===== src/hw/rtl/lps_pkg.sv =====
package lps_pkg;

   localparam int COORD_BITS     = 12;
   localparam int ERR_BITS       = COORD_BITS + 1;
   localparam int COLOR_BITS     = 16;
   localparam int REQ_DATA_BITS  = ((4 * COORD_BITS + 7) / 8) * 8;
   localparam int RSP_DATA_BITS  = ((2 * COORD_BITS + COLOR_BITS + 7) / 8) * 8;
   localparam int QUEUE_PTR_BITS = 1;
   localparam int QUEUE_DEPTH    = 1 << QUEUE_PTR_BITS;

   typedef logic [COORD_BITS-1:0] coord_type;
   typedef logic [ERR_BITS-1:0]   err_type;
   typedef logic [COLOR_BITS-1:0] color_type;

   typedef enum logic {
      OP_LOAD = 1'b0,
      OP_STEP = 1'b1
   } op_type;

   typedef enum logic [1:0] {
      DIR_NONE  = 2'd0,
      DIR_PLUS  = 2'd1,
      DIR_MINUS = 2'd3
   } dir_type;

   typedef struct packed {
      op_type    op;
      coord_type start_x;
      coord_type start_y;
      coord_type abs_dx;
      coord_type abs_dy;
      dir_type   col_dir;
      dir_type   row_dir;
      coord_type major_dist;
   } cmd_type;

   typedef struct packed {
      logic valid;
      logic full;
   } queue_status_type;

   function automatic coord_type step_axis(coord_type pos, dir_type dir);
      coord_type result;
      unique case (dir)
         DIR_PLUS:  result = pos + coord_type'(1);
         DIR_MINUS: result = pos - coord_type'(1);
         default:   result = pos;
      endcase
      return result;
   endfunction

endpackage


===== src/hw/rtl/lps_front.sv =====
module lps_front
   import lps_pkg::*;
(
   input  logic                     req_tvalid,
   output logic                     req_tready,
   input  logic [REQ_DATA_BITS-1:0] req_tdata,
   input  logic                     req_tuser,
   input  queue_status_type         q_status,
   output logic                     q_push,
   output cmd_type                  q_cmd
);

   coord_type sx, sy, ex, ey;
   coord_type dx, dy;
   dir_type   cdir, rdir;

   assign sx = req_tdata[COORD_BITS-1:0];
   assign sy = req_tdata[2*COORD_BITS-1:COORD_BITS];
   assign ex = req_tdata[3*COORD_BITS-1:2*COORD_BITS];
   assign ey = req_tdata[4*COORD_BITS-1:3*COORD_BITS];

   always_comb begin
      priority if (ex > sx) begin
         dx   = ex - sx;
         cdir = DIR_PLUS;
      end else if (ex == sx) begin
         dx   = '0;
         cdir = DIR_NONE;
      end else begin
         dx   = sx - ex;
         cdir = DIR_MINUS;
      end
      priority if (ey > sy) begin
         dy   = ey - sy;
         rdir = DIR_PLUS;
      end else if (ey == sy) begin
         dy   = '0;
         rdir = DIR_NONE;
      end else begin
         dy   = sy - ey;
         rdir = DIR_MINUS;
      end
   end

   assign req_tready         = !q_status.full;
   assign q_push             = req_tvalid && req_tready;
   assign q_cmd.op           = op_type'(req_tuser);
   assign q_cmd.start_x      = sx;
   assign q_cmd.start_y      = sy;
   assign q_cmd.abs_dx       = dx;
   assign q_cmd.abs_dy       = dy;
   assign q_cmd.col_dir      = cdir;
   assign q_cmd.row_dir      = rdir;
   assign q_cmd.major_dist   = (dx > dy) ? dx : dy;

endmodule


===== src/hw/rtl/lps_queue.sv =====
module lps_queue
   import lps_pkg::*;
(
   input  logic             clock,
   input  logic             reset,
   input  logic             push,
   input  cmd_type          push_cmd,
   input  logic             pop,
   output cmd_type          head_cmd,
   output queue_status_type status
);

   cmd_type                      entry_ff [QUEUE_DEPTH];
   logic [QUEUE_PTR_BITS-1:0]    wr_ptr_ff, wr_ptr_in;
   logic [QUEUE_PTR_BITS-1:0]    rd_ptr_ff, rd_ptr_in;
   logic [QUEUE_PTR_BITS:0]      count_ff, count_in;
   logic                         do_pop;

   assign status.valid = count_ff != '0;
   assign status.full  = count_ff == (QUEUE_PTR_BITS+1)'(QUEUE_DEPTH);
   assign head_cmd     = entry_ff[rd_ptr_ff];
   assign do_pop       = pop && status.valid;

   always_comb begin
      wr_ptr_in = push ? wr_ptr_ff + 1'b1 : wr_ptr_ff;
      rd_ptr_in = do_pop ? rd_ptr_ff + 1'b1 : rd_ptr_ff;
      count_in  = count_ff;
      unique case ({push, do_pop})
         2'b10:   count_in = count_ff + 1'b1;
         2'b01:   count_in = count_ff - 1'b1;
         default: count_in = count_ff;
      endcase
   end

   always_ff @(posedge clock) begin
      if (reset) begin
         wr_ptr_ff <= '0;
         rd_ptr_ff <= '0;
         count_ff  <= '0;
      end else begin
         wr_ptr_ff <= wr_ptr_in;
         rd_ptr_ff <= rd_ptr_in;
         count_ff  <= count_in;
      end
   end

   always_ff @(posedge clock) begin
      if (push) begin
         entry_ff[wr_ptr_ff] <= push_cmd;
      end
   end

endmodule


===== src/hw/rtl/lps_back.sv =====
module lps_back
   import lps_pkg::*;
(
   input  logic                     clock,
   input  logic                     reset,
   input  logic                     csr_wr_en,
   input  logic [COLOR_BITS-1:0]    csr_wr_data,
   input  queue_status_type         q_status,
   input  cmd_type                  q_cmd,
   output logic                     q_pop,
   output logic                     rsp_tvalid,
   input  logic                     rsp_tready,
   output logic [RSP_DATA_BITS-1:0] rsp_tdata,
   output logic                     rsp_tlast
);

   color_type color_ff;
   coord_type cur_col_ff, cur_col_in;
   coord_type cur_row_ff, cur_row_in;
   coord_type abs_dx_ff, abs_dx_in;
   coord_type abs_dy_ff, abs_dy_in;
   dir_type   col_dir_ff, col_dir_in;
   dir_type   row_dir_ff, row_dir_in;
   coord_type major_ff, major_in;
   err_type   col_err_ff, col_err_in;
   err_type   row_err_ff, row_err_in;
   err_type   emitted_ff, emitted_in;
   logic      busy_ff, busy_in;

   logic                     rsp_valid_ff, rsp_valid_in;
   logic [RSP_DATA_BITS-1:0] rsp_data_ff, rsp_data_in;
   logic                     rsp_last_ff, rsp_last_in;

   logic    out_ready, emit, last;
   err_type col_sum, row_sum, major_ext;

   assign out_ready = !rsp_valid_ff || rsp_tready;
   assign q_pop     = q_status.valid && out_ready;
   assign emit      = q_pop && (q_cmd.op == OP_STEP) && busy_ff;
   assign major_ext = {1'b0, major_ff};
   assign last      = emitted_ff == (major_ext + err_type'(1));
   assign col_sum   = col_err_ff + {1'b0, abs_dx_ff};
   assign row_sum   = row_err_ff + {1'b0, abs_dy_ff};

   always_comb begin
      cur_col_in   = cur_col_ff;
      cur_row_in   = cur_row_ff;
      abs_dx_in    = abs_dx_ff;
      abs_dy_in    = abs_dy_ff;
      col_dir_in   = col_dir_ff;
      row_dir_in   = row_dir_ff;
      major_in     = major_ff;
      col_err_in   = col_err_ff;
      row_err_in   = row_err_ff;
      emitted_in   = emitted_ff;
      busy_in      = busy_ff;
      rsp_data_in  = rsp_data_ff;
      rsp_last_in  = rsp_last_ff;
      rsp_valid_in = rsp_tready ? 1'b0 : rsp_valid_ff;
      if (q_pop && q_cmd.op == OP_LOAD) begin
         cur_col_in = q_cmd.start_x;
         cur_row_in = q_cmd.start_y;
         abs_dx_in  = q_cmd.abs_dx;
         abs_dy_in  = q_cmd.abs_dy;
         col_dir_in = q_cmd.col_dir;
         row_dir_in = q_cmd.row_dir;
         major_in   = q_cmd.major_dist;
         col_err_in = '0;
         row_err_in = '0;
         emitted_in = '0;
         busy_in    = 1'b1;
      end else if (emit) begin
         rsp_valid_in = 1'b1;
         rsp_data_in  = '0;
         rsp_data_in[COORD_BITS-1:0]                           = cur_col_ff;
         rsp_data_in[2*COORD_BITS-1:COORD_BITS]                = cur_row_ff;
         rsp_data_in[2*COORD_BITS+COLOR_BITS-1:2*COORD_BITS]   = color_ff;
         rsp_last_in  = last;
         col_err_in   = col_sum;
         row_err_in   = row_sum;
         if (col_sum > major_ext) begin
            col_err_in = col_sum - major_ext;
            cur_col_in = step_axis(cur_col_ff, col_dir_ff);
         end
         if (row_sum > major_ext) begin
            row_err_in = row_sum - major_ext;
            cur_row_in = step_axis(cur_row_ff, row_dir_ff);
         end
         emitted_in = emitted_ff + err_type'(1);
         busy_in    = !last;
      end
   end

   always_ff @(posedge clock) begin
      if (reset) begin
         color_ff     <= '0;
         busy_ff      <= 1'b0;
         rsp_valid_ff <= 1'b0;
      end else begin
         if (csr_wr_en) begin
            color_ff <= csr_wr_data;
         end
         busy_ff      <= busy_in;
         rsp_valid_ff <= rsp_valid_in;
      end
   end

   always_ff @(posedge clock) begin
      cur_col_ff  <= cur_col_in;
      cur_row_ff  <= cur_row_in;
      abs_dx_ff   <= abs_dx_in;
      abs_dy_ff   <= abs_dy_in;
      col_dir_ff  <= col_dir_in;
      row_dir_ff  <= row_dir_in;
      major_ff    <= major_in;
      col_err_ff  <= col_err_in;
      row_err_ff  <= row_err_in;
      emitted_ff  <= emitted_in;
      rsp_data_ff <= rsp_data_in;
      rsp_last_ff <= rsp_last_in;
   end

   assign rsp_tvalid = rsp_valid_ff;
   assign rsp_tdata  = rsp_data_ff;
   assign rsp_tlast  = rsp_last_ff;

endmodule


===== src/hw/rtl/line_pixel_stepper_unit.sv =====
// An accepted step word is queued; the back end then registers its pixel onto rsp.
// Throughput: one word per cycle in and one pixel per cycle out while rsp_tready
// is high, set by the stepping update in the back end behind a two-entry queue.
// Reset: synchronous, active high; empties the queue, drops any line, clears
// the output valid and sets the draw color to zero.
module line_pixel_stepper_unit
   import lps_pkg::*;
(
   input  logic                     clock,
   input  logic                     reset,
   input  logic                     csr_wr_en,
   input  logic [COLOR_BITS-1:0]    csr_wr_data,
   input  logic                     req_tvalid,
   output logic                     req_tready,
   // start_x, start_y, end_x, end_y
   input  logic [REQ_DATA_BITS-1:0] req_tdata,
   // op
   input  logic                     req_tuser,
   output logic                     rsp_tvalid,
   input  logic                     rsp_tready,
   // pixel_x, pixel_y, pixel_color
   output logic [RSP_DATA_BITS-1:0] rsp_tdata,
   output logic                     rsp_tlast
);

   queue_status_type q_status;
   cmd_type          push_cmd, head_cmd;
   logic             q_push, q_pop;

   lps_front u_front (
      .req_tvalid (req_tvalid),
      .req_tready (req_tready),
      .req_tdata  (req_tdata),
      .req_tuser  (req_tuser),
      .q_status   (q_status),
      .q_push     (q_push),
      .q_cmd      (push_cmd)
   );

   lps_queue u_queue (
      .clock    (clock),
      .reset    (reset),
      .push     (q_push),
      .push_cmd (push_cmd),
      .pop      (q_pop),
      .head_cmd (head_cmd),
      .status   (q_status)
   );

   lps_back u_back (
      .clock       (clock),
      .reset       (reset),
      .csr_wr_en   (csr_wr_en),
      .csr_wr_data (csr_wr_data),
      .q_status    (q_status),
      .q_cmd       (head_cmd),
      .q_pop       (q_pop),
      .rsp_tvalid  (rsp_tvalid),
      .rsp_tready  (rsp_tready),
      .rsp_tdata   (rsp_tdata),
      .rsp_tlast   (rsp_tlast)
   );

endmodule

===== config.mk =====
export PLATFORM = sky130hd
export DESIGN_NAME = line_pixel_stepper_unit
export DESIGN_NICKNAME = d
export VERILOG_FILES = /design/src/hw/rtl/lps_pkg.sv /design/src/hw/rtl/lps_front.sv /design/src/hw/rtl/lps_queue.sv /design/src/hw/rtl/lps_back.sv /design/src/hw/rtl/line_pixel_stepper_unit.sv
export SDC_FILE = /design/constraint.sdc
export NUM_CORES = 1
export LEC_CHECK = 0
export BUFFER_PORTS_ARGS = -buffer_cell sky130_fd_sc_hd__buf_2
export CAP_MARGIN = 10
export CORE_MARGIN = 1
export CORE_UTILIZATION = 30
export CTS_CLUSTER_SIZE = 12
export DETAILED_ROUTE_END_ITERATION = 8
export PLACE_DENSITY_LB_ADDON = 0.2
export SYNTH_ARGS = -nofsm -noshare
export SYNTH_HDL_FRONTEND = slang
export SYNTH_SLANG_ARGS = --single-unit

===== constraint.sdc =====
create_clock -name clock -period 8.6 [get_ports clock]
set_input_delay 0.43 -clock clock [delete_from_list [all_inputs] [get_ports clock]]
set_output_delay 0.43 -clock clock [all_outputs]
set_load 0.1 [all_outputs]

* After elaboration in Yosys (flattened, before gate mapping) *
Memories as Yosys holds them, arrays and structs flattened. A register that Yosys moved wholly into a read port is not among the register bits.
Cells that the tools add are included.

cells by class
  add/subtract/negate cells = 18
  magnitude comparators = 5
  equal/unequal tests = 10
  multiplexer cells = 29
  bitwise logic cells = 2
  reduce and logical (&&, ||, !) cells = 20

operators with widths
  operator                 count
  $mux W12                 11
  $pmux W12 S2             2
  $sub A12 B12 Y12         4
  $gt A12 B12 Y1           3
  $add A13 B12 Y13         2
  $gt A13 B12 Y1           2
  $mux W13                 2
  $sub A13 B12 Y13         2
  $add A12 B1 Y12 const B  2
  $eq A12 B12 Y1           2
  $sub A12 B1 Y12 const B  2
  $add A12 B1 Y13 const B  1
  $add A13 B1 Y13 const B  1
  $eq A13 B13 Y1           1
  $reduce_bool A2 Y1       5
  $mux W1                  9
  $eq A2 B2 Y1 const B     4
  $mux W2                  4
  $eq A2 B1 Y1 const B     3
  $logic_and A1 B1 Y1      6
  $reduce_and A3 Y1        2
  $reduce_bool A3 Y1       2
  $pmux W2 S2              1
  $logic_not A1 Y1         3
  other kinds (6)          8

storage, ports and cells
  bits in registers = 166
  RAM bits = 130
  output and inout bits = 43
  word-level logic and storage cells = 103
  memories kept = 1

memory list
  name              depth  bits a word  rd ports  clocked after memory_dff  write ports  line             text
  u_queue.entry_ff  2      65           1         1                         1            lps_queue.sv:13  cmd_type entry_ff [QUEUE_DEPTH];

* Logic depth before layout (Yosys ltp) *
Gate-level depths: netlist of the first run.

  word-level depth = 7
  depth in mapped cells = 20

* Cells and area by module *
A second synthesis of the first run with hierarchy kept.

second synthesis, totals
  cell total of the unflattened synthesis = 1515
  area total of the unflattened synthesis = 16998.8 sq um

modules (own cells, without submodules)
  module     instances  cells an instance  area an instance (sq um)  sequential area each (sq um)
  lps_back   1          881                9121.2                    4294.1
  lps_queue  1          225                4898.4                    4003.8
  lps_front  1          409                2979.1                    0.0

* Worst setup path before layout of the first run *
Ideal clock, no wire load.

  path type = input -> register
  from = input port req_tdata[21]
  to = memory u_queue.entry_ff[0][2] (netlist name), data pin
  setup time = 262 ps
  data arrival time = 4590 ps
  required time = 8338 ps
  path slack = 3748 ps
  stages on the path = 18
  path buffers = 3
  cells stage by stage = inv_1 -> ha_1 -> buf_6 -> a21o_1 -> a2111o_1 -> a311oi_2 -> or2_1 -> buf_4 -> mux2_2 -> a31oi_1 -> mux2_2 -> ha_1 -> a21o_1 -> a21o_1 -> a2111oi_0 -> nor2_1 -> clkbuf_1 -> mux2_2

RTL lines
  what                line                           text
  start: declaration  line_pixel_stepper_unit.sv:16  input logic [REQ_DATA_BITS-1:0] req_tdata,
  end: declaration    lps_queue.sv:13

==> results of run 1 <==
==> power breakdown <==
group          internal, mW  switching (mW)  total (mW)
logic                  1.66            2.47        4.13
clock network         0.888           0.611        1.50
registers              2.05           0.174        2.22
total                  4.60            3.26        7.85
==> placed cells by master (no fill, tap or decap), types with 7 or more instances in the layout <==
cell	synthesis	final
o31ai_1	9	9
or2_2	7	7
dfxtp_1	62	61
a211oi_1	19	19
o21ai_0	89	87
clkbuf_1	37	10
nor3_1	42	42
o21a_1	21	21
inv_1	118	116
nand4_1	18	18
o211ai_1	18	18
xor2_1	20	20
or3_1	21	21
nand3_1	32	32
fa_1	10	10
nand2b_1	18	18
nor4_1	8	8
xnor2_1	48	48
ha_1	129	129
edfxtp_1	235	235
and3_1	13	12
buf_4	2	13
clkbuf_16	0	39
nor2b_1	16	16
buf_2	6	112
a21oi_1	118	118
mux2i_1	72	72
a21o_1	20	20
nor2_1	101	100
mux2_2	56	56
nand2_1	62	61
==> sequential cells by signal, summed over array words and instances, names as in the netlist, named ones only <==
| register | cells |
|---|---|
| u_back.col_dir_ff | 2 |
| u_back.rsp_tlast | 1 |
| u_back.emitted_ff | 13 |
| u_back.cur_row_ff | 12 |
| u_back.major_ff | 12 |
| u_back.cur_col_ff | 12 |
| u_queue.wr_ptr_ff | 1 |
| u_queue.rd_ptr_ff | 1 |
| u_back.abs_dy_ff | 12 |
| u_back.row_dir_ff | 2 |
| u_back.row_err_ff | 13 |
| u_queue.entry_ff | 130 |
| u_queue.count_ff | 2 |
| u_back.col_err_ff | 13 |
| u_back.busy_ff | 1 |
| u_back.rsp_tdata | 40 |
| u_back.abs_dx_ff | 12 |
| u_back.color_ff | 16 |
| u_back.rsp_tvalid | 1 |
==> worst paths after layout <==
path | start | to | slack (ns)
hold reg to reg | u_back.color_ff[7] | u_back.rsp_tdata[31] | 0.43
setup reg to reg | u_back.row_err_ff[0] | u_back.cur_row_ff[6] | 4.02
hold / removal | req_tuser | u_queue.entry_ff[0][64] | 0.1
setup / recovery | req_tdata[0] | u_queue.entry_ff[0][7] | 2.93
==> cell usage after synthesis, types with 18 or more instances <==
| cell | instances |
|---|---|
| nand2_1 | 62 |
| dfxtp_1 | 62 |
| xnor2_1 | 48 |
| a211oi_1 | 19 |
| nand3_1 | 32 |
| mux2_2 | 56 |
| a21o_1 | 20 |
| a21oi_1 | 118 |
| o21a_1 | 21 |
| nor2_1 | 101 |
| o211ai_1 | 18 |
| nand4_1 | 18 |
| inv_1 | 118 |
| o21ai_0 | 89 |
| ha_1 | 129 |
| edfxtp_1 | 235 |
| nor3_1 | 42 |
| xor2_1 | 20 |
| nand2b_1 | 18 |
| clkbuf_1 | 37 |
| or3_1 | 21 |
| mux2i_1 | 72 |
==> kinds of logic after synthesis <==
logic type,after synthesis,synth area share (%)
xor+xnor,68,3.522
flops,297,49.07
mux,128,7.990
simple gates,365,10.88
buf+inv,171,3.929
fa+ha+maj,139,10.73
compound gates,365,13.88
==> per-layer routing <==
layer  wire length, um  vias up  part of all wire [%]  global-route usage, %
met2             19120      181                    46                  24.10
met1             20230     5653                    49                  19.50
met4               670        0                   1.6                  3.768
met5                 0        -                     0                      0
met3              1357       48                   3.3                  2.190
li1                  -     5915                     -                      -
==> worst max-delay path, delay by kind of cell <==
kind	cells	cell delay [ns]
fa+ha+maj	3	0.95
buf+inv	1	0.12
mux	2	0.77
compound gates	8	2.96
simple gates	3	0.72
==> area by class of cell <==
| class | instances | share of cell area, % |
|---|---|---|
| clock inverters | 14 | 0.5910 |
| multi-input cells | 1065 | 40.87 |
| flip-flops and latches | 297 | 42.62 |
| clock buffers | 52 | 5.415 |
| inverters | 120 | 2.319 |
| repair buffers | 125 | 3.379 |
| well taps | 748 | 4.805 |
==> flow_summary.yaml, run 1 <==
floorplan:
  die-height_um: 239.4
  start_util_pct: 30.52
  ioPinCount: 113
  dieArea_um2: 57320
  die_x_um: 239.4
  core-area_um2: 55420
  row_count: 86
detailed_routing:
  drt-initial-drc-count: 736
  avgRoutedWirePerCell_um: 17.09
  ant_nets: 0
  num_vias: 11800
  wirelength_um: 41380
  drc: 0
  viasPerCell: 4.873
  drt_pre_antenna_iters: 5
setup_path:
  start_kind: "input pin"
  path_cells: "buf_2, ha_1, fa_1, nand3b_1, a2111oi_1, a311o_1, o21ai_0, a221oi_1, mux2i_1, ha_1, a21o_1, a21o_1, a21oi_1, nor2_1, a2111oi_0, nor2_1, mux2_2"
  worstPathRequired_ns: 8.89
  cp_slowest_cell: "a311o_1"
  cp_slowest_stage_delay_ns: 0.72
  ff2ff_path_depth: 17
  cp_max_fo: 19
  end_kind: "flip-flop"
  crit_type: "in2reg"
  critPathArrivalTime_ns: 5.95
synth:
  synth_cells: 1533
  synthTopCellsByArea: "edfxtp_1, ha_1, dfxtp_1"
  synth.distinct_cells: 76
  synth_warnings: 0
  avgSynthCellArea_um2: 11.03
  ys.flop_type: "edfxtp_1"
  synth-async-reset-ratio_pct: 0
  synth_edf_count: 235
  yosysSeqAreaShare_pct: 49.07
  synth_area_um2: 16910
  syn_nets: 1742
  synth_top_area_cell: "edfxtp_1"
  yosysTopAreaCellShare_pct: 41.73
  ys_ff_latch: 297
finish:
  drive_gt1_share_pct: 15.90
  multi_input_area_um2: 7960
  n_antenna_cell: 0
  finalCoreUtilization_pct: 35.15
  areaGrowthSynthToFinish_pct: 15.17
  fill_cells: 5511
  seqCellArea_um2: 8302
  fin_nets: 1854
  design_area_um2: 19480
  final_cells: 2421
sta:
  slew_headroom_pct: 29.35
  hold_viol_final: 0
  setup_ws_ns: 2.932
  worst_slew_pin_slew_ns: 1.056
  holdWs_ns: 0.09905
  setup_tns_ns: 0
  min_period_ns: 5.668
  rsz0062_at_grt: "false"
  post-route-period-util_pct: 65.91
  slew_viol_final: 0
  setup_viol: 0
  fin_skew_ns: 0.01380
  max_clock_freq_mhz: 176.4
grt:
  antenna_found_initial: 0
  grt_use_total_pct: 14.47
  gr-total-overflow: 0
  grt_pass1_vias: 11690
  grt_max_degree: 66
  grt_pass1_wl_um: 64920
place:
  dp_slack_ns: 2.532
  placed_area_um2: 18310
  portBuffers: 112
  place_inst: 2355
  gp_congestion: 0.8465
  dpl.hpwl_um: 29900
hold_path:
  worstHoldPathType: "in2reg"
  whs_path_depth: 1
power:
  ir_worst_vdd_mv: 0.1928
  p_leak_nw: 7.685
  pwr_density_cell_nw_per_um2: 403.1
  power_mw: 7.851
clock_tree:
  cts_root_buffer: "clkbuf_16"
  post_cts_resized: 0
  cts.sinks: 297
  cts_hold_buf: 0
  htreeDepth: 2
  cts_buffers: 36
  clockBufferDepth: 3
  post_cts_buffers: 0
  clock_latency_ns: 0.55
  clkTransAtPathRegs_ns: 0.06
  cts_tree: "done"
flow_run:
  cap_violations: 0
outcome:
  status: "finished clean"
Power figures use the tool's default switching activity.
==> inputs of run 2 (changes only) <==
- clock period: 8.6 -> 5.12 ns (I/O delays scaled with it)
==> run 2 against run 1 <==
Compared with the run above: setup slack worse by 2.6 ns; die area unchanged; final cell count up 2.8%; via count up 1.3%; largest power group unchanged; highest routed layer unchanged.
==> flow_summary.yaml, run 2 (same netlist as run 1, synthesis figures left out) <==
sta:
  hold_viol_final: 0
  setup_tns_ns: 0
  min_period_ns: 4.813
  max_clock_freq_mhz: 207.7
  slew_viol_final: 0
  worst_slew_pin_slew_ns: 0.9183
  fin_skew_ns: 0.02078
  slew_headroom_pct: 38.11
  rsz0062_at_grt: "false"
  setup_viol: 0
  post-route-period-util_pct: 94.01
setup_path:
  cp_slowest_stage_delay_ns: 0.54
  cp_max_fo: 12
  cp_slowest_cell: "dlygate4sd3_1"
  path_delay_family: "compound AO/OA/AOI/OAI gates"
  path_buf_inv: 4
  start_kind: "input pin"
  crit_type: "in2reg"
  end_kind: "flip-flop"
  worstPathRequired_ns: 5.40
  path_cells: "dlygate4sd3_1, buf_2, inv_1, ha_1, a21o_1, a2111o_1, a311oi_2, or2_1, mux2_2, a31oi_1, mux2_2, ha_1, a21o_1, a21o_1, a2111oi_2, nor2_1, buf_4, mux2_2"
  critPathArrivalTime_ns: 5.09
power:
  p_leak_nw: 8.033
  ir_worst_vdd_mv: 0.2632
  pwr_density_cell_nw_per_um2: 665.0
hold_path:
  worstHoldPathType: "in2reg"
detailed_routing:
  drt-initial-drc-count: 761
  viasPerCell: 4.803
  wirelength_um: 42490
  ant_nets: 0
  num_vias: 11960
  drc: 0
  drt_pre_antenna_iters: 4
  avgRoutedWirePerCell_um: 17.07
finish:
  fin_nets: 1922
  n_antenna_cell: 0
  layout_commonest_cell: "edfxtp_1"
  final_cell_mix: "edfxtp_1, ha_1, a21oi_1"
  largest_reg_flops: 130
  areaGrowthSynthToFinish_pct: 19.10
  multi_input_area_um2: 7971
  fill_cells: 5428
  seqCellArea_um2: 8302
  finalCoreUtilization_pct: 36.35
  drive_gt1_share_pct: 17.29
  top_register: "u_queue.entry_ff"
grt:
  gr-total-overflow: 0
  grt_pass1_wl_um: 66610
  grt_pass1_vias: 11790
  grt_max_degree: 54
  antenna_found_initial: 1
  grt_use_total_pct: 14.93
clock_tree:
  cts.sinks: 297
  cts_root_buffer: "clkbuf_16"
  post_cts_buffers: 0
  cts_tree: "done"
  clock_latency_ns: 0.55
  htreeDepth: 2
  cts_buffers: 37
  clockBufferDepth: 3
  clkTransAtPathRegs_ns: 0.06
floorplan:
  ioPinCount: 113
  dieArea_um2: 57320
  core-area_um2: 55420
  row_count: 86
  die_x_um: 239.4
  start_util_pct: 30.52
  die-height_um: 239.4
place:
  dpl.hpwl_um: 31110
  gp_congestion: 0.8454
  portBuffers: 112
outcome:
  status: "finished clean"
flow_run:
  cap_violations: 0
-- run 2: area by class of cell --
cell class / count / area share, %
inverter: 120 / 2.243
clock inverter: 19 / 0.7827
sequential: 297 / 41.22
timing repair buffer: 192 / 6.274
multi-input combinational: 1065 / 39.58
clock buffer: 48 / 5.262
tap: 748 / 4.647
-- run 2: layer usage --
| metal | global-route usage, % | wire, um | vias to the layer above | part of all wire, % |
|---|---|---|---|---|
| met3 | 2.858 | 1465 | 54 | 3.4 |
| met5 | 0 | 0 | - | 0 |
| li1 | - | - | 6056 | - |
| met4 | 3.574 | 787 | 0 | 1.9 |
| met1 | 20.10 | 20690 | 5672 | 49 |
| met2 | 24.56 | 19560 | 173 | 46 |
-- run 2: worst register-to-register path, cell delays in order (launching register included) --
cell and delay [ns]:
dfxtp_1 0.33, ha_1 0.19, inv_1 0.06, fa_1 0.40
nor2b_1 0.16, o31a_1 0.22, o311a_4 0.21, o211a_1 0.15
o21ai_0 0.06, a211oi_1 0.36, ha_1 0.39, nand3_1 0.10
or2_2 0.11, nor3_1 0.07, o41ai_2 0.82, and4_4 0.40
o21ai_1 0.09, buf_4 0.24
-- run 2: report_power, final --
| part | total (mW) | internal, mW | switching, mW |
|---|---|---|---|
| Sequential | 3.74 | 3.44 | 0.305 |
| Clock | 2.61 | 1.57 | 1.05 |
| Combinational | 7.04 | 2.88 | 4.16 |
-- run 2: repair_timing --
| item | 4_1_cts | 5_1_grt |
|---|---|---|
| endpoints found under the setup margin | 0 | 24 |
| hold buffers | 41 | 0 |
| hold endpoints to repair | 65 | 0 |
| gates resized for setup | 0 | 3 |
-- run 2: worst paths after layout --
check	endpoint	startpoint	cells after the start	slack [ns]
worst min register to register	u_back.rsp_tdata[26]	u_back.color_ff[2]	0	0.43
worst max register to register	u_back.cur_row_ff[3]	u_back.row_err_ff[0]	17	0.51
worst min-delay path	u_queue.entry_ff[1][41]	req_tdata[13]	1	0.07
worst max-delay path	u_queue.entry_ff[0][7]	req_tdata[21]	18	0.31
-- run 2: through the flow --
step	worst slack [ns]	hold WS, ns	total power, mW	std cells	area [um^2]
after floorplan	0.4319	0.3251	9.036	1533	16910
after global placement	0.2510	0.4097	10.75	2381	18500
after detailed placement	0.1799	0.4188	10.81	2381	18500
after CTS	0.1799	0.02462	13.54	2489	20130
after global routing	0.03035	0.03217	14.43	2489	20140
final	0.3065	0.06579	13.39	2489	20140
==> inputs of run 3 (changes only) <==
- ABC_AREA: not set -> 1
- clock period: 5.12 -> 6.1 ns (I/O delays scaled with it)
==> run 3 against run 2 <==
Compared with the run above: global-route usage rose by 1.4 points; die area up 5.5%; critical path depth grew 4; design area increased by 2.2%; first-iteration DRC count rose by 14%; clock power fell by 20%; final cell count increased by 19%; sequential power down 15%; setup slack gained 1.6 ns; non-clock buffer count is 40 lower; flip-flop and latch count stayed put.
==> flow_summary.yaml, run 3 <==
outcome:
  status: "finished clean"
power:
  combPwrFrac_pct: 50.8
  p_seq_share_pct: 29.6
  p_sw_share_pct: 45.05
  power.switching_mw: 4.849
  power_mw: 10.76
  p_leak_nw: 8.956
  internal_power_mw: 5.914
  pwr-share-clk_pct: 19.5
  pwr_density_cell_nw_per_um2: 522.7
  ir_worst_vdd_mv: 0.2248
grt:
  gr-total-overflow: 0
  grt_max_degree: 67
  grt_pass1_vias: 13600
  antenna_found_initial: 1
  grt_pass1_wl_um: 76450
  grt_use_total_pct: 16.34
flow_run:
  cap_violations: 0
hold_path:
  hold_start: "csr_wr_data[5]"
  holdPathEnd: "u_back.color_ff[5]"
  worstHoldPathType: "in2reg"
  whs_path_depth: 3
synth:
  synthTopCellsByArea: "edfxtp_1, nand2_1, ha_1"
  syn_nets: 2228
  ys.flop_type: "edfxtp_1"
  yosysTopAreaCellShare_pct: 39.55
  synth_cells: 2019
  synth_warnings: 0
  synth_common_cells: "nand2_1, edfxtp_1, inv_1"
  synth_top_area_cell: "edfxtp_1"
  ys_ff_latch: 297
  synth_area_um2: 17840
  avgSynthCellArea_um2: 8.838
  synth.distinct_cells: 54
  yosysSeqAreaShare_pct: 46.50
  synth-async-reset-ratio_pct: 0
  synth_edf_count: 235
  synthMostInstantiatedCell: "nand2_1"
sta:
  min_period_ns: 4.194
  post-route-period-util_pct: 68.75
  setup_viol: 0
  max_clock_freq_mhz: 238.5
  hold_viol_final: 0
  slew_viol_final: 0
  fin_skew_ns: 0.02495
  setup_tns_ns: 0
  slew_headroom_pct: 33.73
  rsz0062_at_grt: "false"
  worst_slew_pin_slew_ns: 0.9941
  setup_ws_ns: 1.906
place:
  dp_slack_ns: 1.901
  place_inst: 2858
  gp_congestion: 0.8785
  portBuffers: 112
  dpl.hpwl_um: 37090
detailed_routing:
  drt_pre_antenna_iters: 5
  wl_met2_um: 21810
  viasPerCell: 4.737
  drc: 0
  drt-initial-drc-count: 865
  wirelength_um: 48970
  m1WireLength_um: 24110
  avgRoutedWirePerCell_um: 16.58
  ant_nets: 0
  num_vias: 13990
  route.met3.wl_um: 1897
  maxUsedRoutingLayer: "met4"
floorplan:
  start_util_pct: 30.29
  dieArea_um2: 60460
  die-height_um: 245.9
  die_x_um: 245.9
  row_count: 89
  core-area_um2: 58910
  ioPinCount: 113
finish:
  layout_commonest_cell: "nand2_1"
  largest_reg_flops: 130
  fin_nets: 2363
  final_cell_mix: "nand2_1, edfxtp_1, inv_1"
  n_antenna_cell: 0
  finalCoreUtilization_pct: 34.96
  drive_gt1_share_pct: 12.24
  areaGrowthSynthToFinish_pct: 15.41
  final_cells: 2954
  top_register: "u_queue.entry_ff"
clock_tree:
  htreeDepth: 2
  cts_root_buffer: "clkbuf_16"
  clockBufferDepth: 3
  clkTransAtPathRegs_ns: 0.06
  cts.sinks: 297
  cts_tree: "done"
  cts_buffers: 37
  clock_latency_ns: 0.56
  post_cts_resized: 0
setup_path:
  end_kind: "flip-flop"
  ff2ff_path_depth: 19
  ff2ff_setup_slack_ns: 2.02
  worstPathRequired_ns: 6.38
  worstReg2RegEnd: "u_back.cur_row_ff[11]"
  crit_type: "in2reg"
  critPathArrivalTime_ns: 4.48
  start_kind: "input pin"
  cp_max_fo: 14
  r2r_start: "u_back.abs_dy_ff[0]"
==> run 3: cell count changes in the layout (fill, tap and decap cells not counted), moves of 18 or more <==
| cell | delta |
|---|---|
| xor2_1 | +33 |
| nand4_1 | +26 |
| nand2_1 | +505 |
| nand3_1 | +99 |
| inv_1 | +85 |
| or3_1 | -21 |
| nor3_1 | -20 |
| nand2_2 | +19 |
| buf_4 | -29 |
| mux2_2 | -56 |
| o21ai_0 | -36 |
| nand2b_1 | -18 |
| mux2i_1 | -72 |
==> run 3: kinds of logic after synthesis <==
family          Yosys count  synth area share (%)
simple gates            953                 23.66
flops                   297                 46.50
compound gates          278                 9.109
buf+inv                 267                 6.283
fa+ha+maj               139                 10.17
xor+xnor                 85                 4.277
==> run 3: power groups by stage <==
stage,combinational (mW),sequential [mW],clock (mW)
after floorplan,4.07,3.22,0
after global placement,5.43,3.23,0
after detailed placement,5.42,3.23,0
after CTS,5.48,3.20,2.16
after global routing,6.17,3.24,2.24
final,5.47,3.19,2.10
==> run 3: what timing repair did <==
| item | in CTS | in global routing |
|---|---|---|
| buffers inserted | 0 | 0 |
| endpoints found under the hold margin | 47 | 0 |
| hold buffers | 30 | 0 |
==> run 3: worst max path at each step <==
| stage | start | to | slack (ns) | cells after the start |
|---|---|---|---|---|
| CTS | req_tdata[17] | u_queue.entry_ff[0][7] | 1.93 | 22 |
| finish | req_tdata[17] | u_queue.entry_ff[1][7] | 1.91 | 22 |
| global placement | req_tdata[17] | u_queue.entry_ff[0][7] | 1.96 | 21 |
| detailed placement | req_tdata[17] | u_queue.entry_ff[0][7] | 1.90 | 21 |
| global route | req_tdata[15] | u_queue.entry_ff[0][7] | 1.56 | 22 |
| floorplan | u_queue.count_ff[0] | u_queue.entry_ff[1][0] | 1.49 | 4 |
==> run 3: area by class of cell <==
type | count | area [um^2]
tap | 773 | 967.2
clock buffer | 51 | 999.7
fill | 6031 | 38310
clock inverter | 15 | 151.4
sequential | 297 | 8299
inverter | 211 | 800.8
timing repair buffer | 152 | 935.9
multi-input combinational | 1455 | 8439
==> run 3: per-layer routing <==
metal  up-vias  global-route usage (%)
met5         -                       0
met4         0                   5.261
met3        67                   1.735
met2       286                   25.77
met1      6552                   23.22
li1       7087                       -
==> run 3: per-stage QoR <==
step	instance area, um^2	hold slack, ns
floorplan	17840	0.3811
global placement	19140	0.4106
detailed placement	19140	0.4127
CTS	20590	0.0005300
global route	20590	0.004359
finish	20590	0.03018
==> run 3: critical path: stages <==
cell and delay, ns:
dlygate4sd3_1 0.52, buf_2 0.14, inv_1 0.05, ha_1 0.41, a21oi_2 0.21, o21ai_1 0.10
nand2_1 0.11, nand4_4 0.11, a21oi_2 0.59, nand3_1 0.15, nand2_1 0.20, inv_1 0.06
ha_1 0.32, a21oi_1 0.14, nor2_1 0.06, a211oi_1 0.19, nand2_1 0.07, o22ai_1 0.11
buf_4 0.21, inv_1 0.20, o21ai_0 0.14, nand2_1 0.08
